## src/hdl/pse_pkg.sv

```systemverilog
// Shared types, codes and widths for the prime sieve engine.
package pse_pkg;

	localparam int IDX_W   = 12;
	localparam int VAL_W   = 13;
	localparam int CNT_W   = 13;
	localparam int IDX_MAX = 4095;

	localparam logic [1:0] ACT_BUILD = 2'd0;
	localparam logic [1:0] ACT_PRIME = 2'd1;
	localparam logic [1:0] ACT_NEXT  = 2'd2;
	localparam logic [1:0] ACT_BELOW = 2'd3;

	localparam logic [1:0] STS_OK        = 2'd0;
	localparam logic [1:0] STS_NOT_BUILT = 2'd1;
	localparam logic [1:0] STS_RANGE     = 2'd2;

	typedef enum logic [3:0] {
		ST_IDLE,
		ST_QUERY,
		ST_CLEAR,
		ST_SIEVE_RD,
		ST_SIEVE_CHK,
		ST_MARK,
		ST_PROBE,
		ST_SCAN,
		ST_FINISH
	} state_t;

	typedef struct packed {
		logic start;
		logic query;
		logic clr_wr;
		logic sieve_rd;
		logic sieve_chk;
		logic mark_wr;
		logic probe;
		logic scan;
		logic finish;
	} cmd_t;

	typedef struct packed {
		logic is_build;
		logic q_early;
		logic q_probe;
		logic clr_last;
		logic sieve_end;
		logic sieve_prime;
		logic mark_go;
		logic mark_last;
		logic scan_hit;
		logic scan_idle;
		logic out_free;
	} status_t;

endpackage

```

## src/hdl/pse_ctrl.sv

```systemverilog
// Controller state machine sequencing build, probe and scan operations.
module pse_ctrl (
	input  logic             clk,
	input  logic             arst_n,
	input  logic             req_valid,
	output logic             ready,
	input  pse_pkg::status_t sts,
	output pse_pkg::cmd_t    cmd
);

	pse_pkg::state_t state_q;
	pse_pkg::state_t state_d;

	always_ff @(posedge clk or negedge arst_n) begin
		if (!arst_n) begin
			state_q <= pse_pkg::ST_IDLE;
		end else begin
			state_q <= state_d;
		end
	end

	always_comb begin
		state_d = state_q;
		case (state_q)
			pse_pkg::ST_IDLE: begin
				if (req_valid) state_d = pse_pkg::ST_QUERY;
			end
			pse_pkg::ST_QUERY: begin
				if (sts.is_build) state_d = pse_pkg::ST_CLEAR;
				else if (sts.q_early) state_d = pse_pkg::ST_FINISH;
				else if (sts.q_probe) state_d = pse_pkg::ST_PROBE;
				else state_d = pse_pkg::ST_SCAN;
			end
			pse_pkg::ST_CLEAR: begin
				if (sts.clr_last) state_d = pse_pkg::ST_SIEVE_RD;
			end
			pse_pkg::ST_SIEVE_RD: begin
				if (sts.sieve_end) state_d = pse_pkg::ST_FINISH;
				else state_d = pse_pkg::ST_SIEVE_CHK;
			end
			pse_pkg::ST_SIEVE_CHK: begin
				if (sts.sieve_prime && sts.mark_go) state_d = pse_pkg::ST_MARK;
				else state_d = pse_pkg::ST_SIEVE_RD;
			end
			pse_pkg::ST_MARK: begin
				if (sts.mark_last) state_d = pse_pkg::ST_SIEVE_RD;
			end
			pse_pkg::ST_PROBE: begin
				state_d = pse_pkg::ST_FINISH;
			end
			pse_pkg::ST_SCAN: begin
				if (sts.scan_hit || sts.scan_idle) state_d = pse_pkg::ST_FINISH;
			end
			pse_pkg::ST_FINISH: begin
				if (sts.out_free) state_d = pse_pkg::ST_IDLE;
			end
			default: begin
				state_d = pse_pkg::ST_IDLE;
			end
		endcase
	end

	always_comb begin
		cmd   = '0;
		ready = 1'b0;
		case (state_q)
			pse_pkg::ST_IDLE: begin
				ready     = 1'b1;
				cmd.start = req_valid;
			end
			pse_pkg::ST_QUERY: begin
				cmd.query = !sts.is_build;
			end
			pse_pkg::ST_CLEAR: begin
				cmd.clr_wr = 1'b1;
			end
			pse_pkg::ST_SIEVE_RD: begin
				cmd.sieve_rd = !sts.sieve_end;
			end
			pse_pkg::ST_SIEVE_CHK: begin
				cmd.sieve_chk = 1'b1;
			end
			pse_pkg::ST_MARK: begin
				cmd.mark_wr = 1'b1;
			end
			pse_pkg::ST_PROBE: begin
				cmd.probe = 1'b1;
			end
			pse_pkg::ST_SCAN: begin
				cmd.scan = 1'b1;
			end
			pse_pkg::ST_FINISH: begin
				cmd.finish = sts.out_free;
			end
			default: begin
				cmd = '0;
			end
		endcase
	end

`ifndef SYNTH
	a_accept_drops_ready: assert property (@(posedge clk) disable iff (!arst_n)
		(req_valid && ready) |=> !ready)
		else $error("ready held after accepting a word");

	a_finish_needs_room: assert property (@(posedge clk) disable iff (!arst_n)
		cmd.finish |-> sts.out_free)
		else $error("result loaded while output register is occupied");

	a_one_command: assert property (@(posedge clk) disable iff (!arst_n)
		$onehot0(cmd))
		else $error("more than one datapath command at once");
`endif

endmodule

```

## config.mk

```make
export PLATFORM = sky130hd
export DESIGN_NAME = pse_ctrl
export DESIGN_NICKNAME = d
export VERILOG_FILES = /design/src/hdl/pse_pkg.sv /design/src/hdl/pse_ctrl.sv
export SDC_FILE = /design/constraint.sdc
export NUM_CORES = 1
export LEC_CHECK = 0
export BUFFER_PORTS_ARGS = -buffer_cell sky130_fd_sc_hd__buf_2
export CAP_MARGIN = 20
export CORE_MARGIN = 5
export CORE_UTILIZATION = 30
export DETAILED_ROUTE_END_ITERATION = 8
export PLACE_DENSITY = 0.65
export SYNTH_ARGS = -nofsm -noshare
export SYNTH_HDL_FRONTEND = slang
export SYNTH_SLANG_ARGS = --single-unit
```

## constraint.sdc

```tcl
create_clock -name clk -period 3.7 [get_ports clk]
set_input_delay 0.555 -clock clk [delete_from_list [all_inputs] [get_ports clk]]
set_output_delay 0.555 -clock clk [all_outputs]
set_load 0.01 [all_outputs]
```

# Word-level counts from Yosys, hierarchy flattened
# Index checks and enable logic that the tools add are counted.
[totals]
register_bits = 4
input_bits = 14
[op_classes]
n_reduce_logical = 6
n_eq_ne = 13
mux = 21
[op_table]
columns = ["operator", "n"]
rows = [
  ["$pmux W4 S9", 1],
  ["$mux W4", 8],
  ["$eq A4 B3 Y1 const B", 4],
  ["$mux W1", 11],
  ["$ne A2 B2 Y1 const B", 5],
  ["$eq A4 B2 Y1 const B", 2],
  ["$reduce_and A5 Y1", 1],
  ["$eq A4 B1 Y1 const B", 1],
  ["$eq A4 B4 Y1 const B", 1],
  ["$logic_not A4 Y1", 1],
  ["$mux W3", 1],
  ["$logic_not A1 Y1", 2],
  ["$logic_and A1 B1 Y1", 1],
  ["$logic_or A1 B1 Y1", 1],
]

# Logic depth before layout (Yosys ltp)
[logic_depth]
ltp_word = 4
depth_mapped = 5
mapped_depth_nobuf = 5

# Worst setup path before layout
# Ideal clock, no wire load.
[synth_path]
path_type = "reg-to-output"
startpoint = "register state_q[3]"
endpoint = "output cmd[8] (netlist name)"
required_ns = 3.145
stages_incl_launch_ff = 4
n_path_buf = 0
arrival_time_ns = 1.213
slack_ns = 1.932
path_cell_list = "dfrtp_1 > or2_4 > nor3_1 > and2_1"
[synth_lines]
columns = ["element", "line_no", "source"]
rows = [
  ["from (decl)", "pse_ctrl.sv:11", "pse_pkg::state_t state_q;"],
  ["from (signal assigned)", "pse_ctrl.sv:16", "state_q <= pse_pkg::ST_IDLE;"],
  ["from (signal assigned)", "pse_ctrl.sv:18", "state_q <= state_d;"],
  ["to (decl)", "pse_ctrl.sv:8", "output pse_pkg::cmd_t cmd"],
]

==> implementation parameters <==
Parameter                              Value

Synth
  Post-synthesis net count    64
  Synthesized-area fraction occupied by and/or/nand/nor cells    just under 40%
  Synthesis-stage register bit count    4
  Post-Synth Adder-Cell Area    0%
  Part of the Yosys area used for sequential elements    about a quarter
  Syn. warnings    0
  Fraction of synthesized cell area in xor and xnor cells    0%
  Multiplexer area fraction after synthesis    0%
  Unique masters post-synth    27
  Compound-gate portion of the synthesized area    between 20% and 30%
  Post-synthesis instance area    ~400 µm²
  Mean post-synth cell area    between 7 and 8 µm²
  Count of mapped cells out of synthesis    50
  Largest family of logic cells by synthesized area    simple AND/OR/NAND/NOR gates

Floorplanning
  Area of the core    between 1000 and 1500 µm²
  Height of the die    ~46 µm
  Number of primary I/O pins    24
  Die Span X    46.42 µm
  Placement Rows    13
  Starting Density    a little under a third
  Die Footprint    approximately 2200 µm²

Clock tree
  Post-CTS setup buffers    0
  TritonCTS Sinks    4
  PostCTS Resize Cnt    0
  Htree depth    1
  Buffers from clock root to sink, at most    2
  Number of buffers added to fix hold violations after cts    0
  Clock tree from TritonCTS    done
  CTS Root Buffer Type    sky130_fd_sc_hd__clkbuf_4
  Source-to-sink clock delay at the later pin of the worst-skew pair    0.23 ns
  Clock input transition at the sequential cells of the worst setup and hold paths    approximately 0.030 ns
  Number of buffers inserted during clock tree synthesis    3

Flow run
  Number of max-cap violations    0

STA
  Max Clock Freq    471.7 MHz
  Final setup violating endpoints    0
  Total Negative Setup Slacks    0 ns
  Final worst clock skew    approximately 0.0017 ns
  Unrepaired setup endpoints after global routing    false
  Period utilisation layout    between 50% and 60%
  Max-Slew Margin vs Limit    approximately two thirds
  Min Hold Slack    0.1187 ns
  Max Transition Viols Final    0
  Hold Violations, Final    0
  Transition at the pin with the smallest max-transition slack    roughly 0.5 ns
  Fin crit period    about 2.1 ns

GRT
  Pin count of the biggest net entering global routing    14
  Vias in the first global route    approximately 440
  Initial antenna violation count    0
  Wire length of the first global-routing pass    1.773 mm
  Overflow left after global routing    0
  Total track usage    between 10% and 20%

Detailed routing
  Remaining antenna violation count    0
  Mean routed wirelength per cell    ~12 µm
  DRC violation total after the first TritonRoute iteration    5
  DRT Pass-1 Iters    2
  Detailed-route DRC error count    0
  Total routed wirelength    1.056 mm
  Vias per std cell    around 5.1
  Vias after detailed routing    approximately 450

Worst setup path
  Setup slack of the most critical reg-to-reg path    about 2.0 ns
  Maximum fanout along the worst path    11
  Cell depth of the worst flop-to-flop path    4
  Critical register-to-register path endpoint    state_q[0]$_DFFE_PN0P_
  Type of destination of the critical path    output port
  Data required, critical path    roughly 3.1 ns
  WP data arrival    between 1.5 and 2 ns
  Critical Path Source Type    flip-flop
  Worst R2R Start    state_q[2]$_DFFE_PN0P_
  Critical Path Sink    cmd[7]
  Worst setup path startpoint    state_q[2]$_DFFE_PN0P_
  Kind of critical path    reg2out

Final layout
  Final net count    89
  Commonest cells after routing, fill and taps aside    23 x sky130_fd_sc_hd__buf_2, 5 x sky130_fd_sc_hd__nor2_1, 4 x sky130_fd_sc_hd__dfrtp_1
  Largest regs    state_q (4)
  Area growth from synthesis to layout    35.53%
  Fraction of final layout cells sized beyond drive strength 1    42.47%
  Commonest non-fill, non-tap cell in the layout    sky130_fd_sc_hd__buf_2
  Diode insertion count for antenna repair    0
  Largest register FFs    4
  Non-filler cells in the finished layout    just under 90
  Core utilization of the finished layout    between 40% and 50%
  Top register by number of flip-flops    state_q

Placed design
  Port-buffer cells    23
  Number of placed instances, taps included    between 80 and 90
  Placer's final routability congestion estimate    between 0.7 and 0.8
  HPWL Detailed    865.2 µm

Power and ir drop
  Total leakage power    0.2915 nW
  Worst voltage drop across the vdd grid    ~0.31 mV
  Total power per unit cell area    around 810 nW/µm²

Hold path
  Hold Crit Class    in2async

Status
  Result of the run    finished clean
[Yosys cell counts]
cell type / instances / area (µm²)
sky130_fd_sc_hd__nand2b_1: 3 / 18.77
sky130_fd_sc_hd__o32ai_1: 1 / 8.760
sky130_fd_sc_hd__a21oi_1: 2 / 10.01
sky130_fd_sc_hd__or3_1: 2 / 12.51
sky130_fd_sc_hd__nand4b_1: 1 / 8.760
sky130_fd_sc_hd__o311ai_2: 1 / 16.27
sky130_fd_sc_hd__a211oi_2: 1 / 12.51
sky130_fd_sc_hd__o2bb2ai_1: 1 / 8.760
sky130_fd_sc_hd__o211a_1: 1 / 10.01
sky130_fd_sc_hd__o221ai_1: 1 / 8.760
sky130_fd_sc_hd__or2_2: 1 / 6.260
sky130_fd_sc_hd__or3_4: 1 / 11.26
sky130_fd_sc_hd__and2_1: 2 / 12.51
sky130_fd_sc_hd__a2bb2oi_1: 1 / 8.760
sky130_fd_sc_hd__nor4b_1: 1 / 8.760
sky130_fd_sc_hd__a21o_1: 3 / 22.52
sky130_fd_sc_hd__o21ai_0: 1 / 5.000
sky130_fd_sc_hd__nor2_1: 5 / 18.77
sky130_fd_sc_hd__a31oi_1: 1 / 6.260
sky130_fd_sc_hd__nand2_1: 3 / 11.26
sky130_fd_sc_hd__nor3_1: 3 / 15.01
sky130_fd_sc_hd__or2_4: 1 / 8.760
sky130_fd_sc_hd__dfrtp_1: 4 / 100.1
sky130_fd_sc_hd__nor2b_1: 1 / 6.260
sky130_fd_sc_hd__inv_1: 3 / 11.26
sky130_fd_sc_hd__buf_2: 3 / 15.01
sky130_fd_sc_hd__nor3b_1: 2 / 15.01
[metrics by stage]
stage | worst slack, ns | area (µm²) | total power, mW
4_1_cts | 1.567 | 539.3 | 0.4440
6_report | 1.580 | 539.3 | 0.4392
3_3_place_gp | 1.846 | 516.7 | 0.3849
2_1_floorplan | 1.932 | 397.9 | 0.3184
5_1_grt | 1.511 | 539.3 | 0.4809
3_5_place_dp | 1.818 | 516.7 | 0.3896
[final cells by class]
cell class | instances | area (µm²)
sequential | 4 | 100.1
timing repair buffer | 23 | 115.1
inverter | 3 | 11.26
fill | 140 | 745.7
clock buffer | 3 | 22.52
tap | 15 | 18.77
multi-input combinational | 40 | 271.5
[report_power, final]
group / switching, mW / total [mW] / internal (mW)
Clock: 0.0159 / 0.0520 / 0.0361
Sequential: 0.0595 / 0.126 / 0.0664
Combinational: 0.126 / 0.261 / 0.136
Total: 0.201 / 0.439 / 0.238
[cells by family (layout without fill, tap and decap cells)]
group / Yosys count / after routing
AND/OR/NAND/NOR: 26 / 26
AO/OA/AOI/OAI: 14 / 14
buffers and inverters: 6 / 29
flip-flops: 4 / 4
[worst min-delay path by stage]
stage,to,slack (ns),cells past startpoint
floorplan,state_q[0]$_DFFE_PN0P_,0.26,0
global placement,state_q[3]$_DFFE_PN0P_,0.36,1
detailed placement,state_q[1]$_DFFE_PN0P_,0.36,1
CTS,state_q[1]$_DFFE_PN0P_,0.11,1
global route,state_q[1]$_DFFE_PN0P_,0.12,1
finish,state_q[1]$_DFFE_PN0P_,0.12,1
[routing by layer]
layer	wire length, µm	share of wire [%]	up-vias	track usage (%)
met1	434	41	210	13.08
met2	532	50	11	19.51
met5	0	0	-	0
met3	69	6.5	2	1.172
met4	19	1.8	0	7.386
li1	-	-	229	-
[critical path: stages, from the launching register on]
cell and delay, ns:
sky130_fd_sc_hd__dfrtp_1 0.48, sky130_fd_sc_hd__or2_4 0.31, sky130_fd_sc_hd__or3_4 0.35, sky130_fd_sc_hd__inv_1 0.07, sky130_fd_sc_hd__buf_2 0.12
Power figures use the tool's default switching activity.
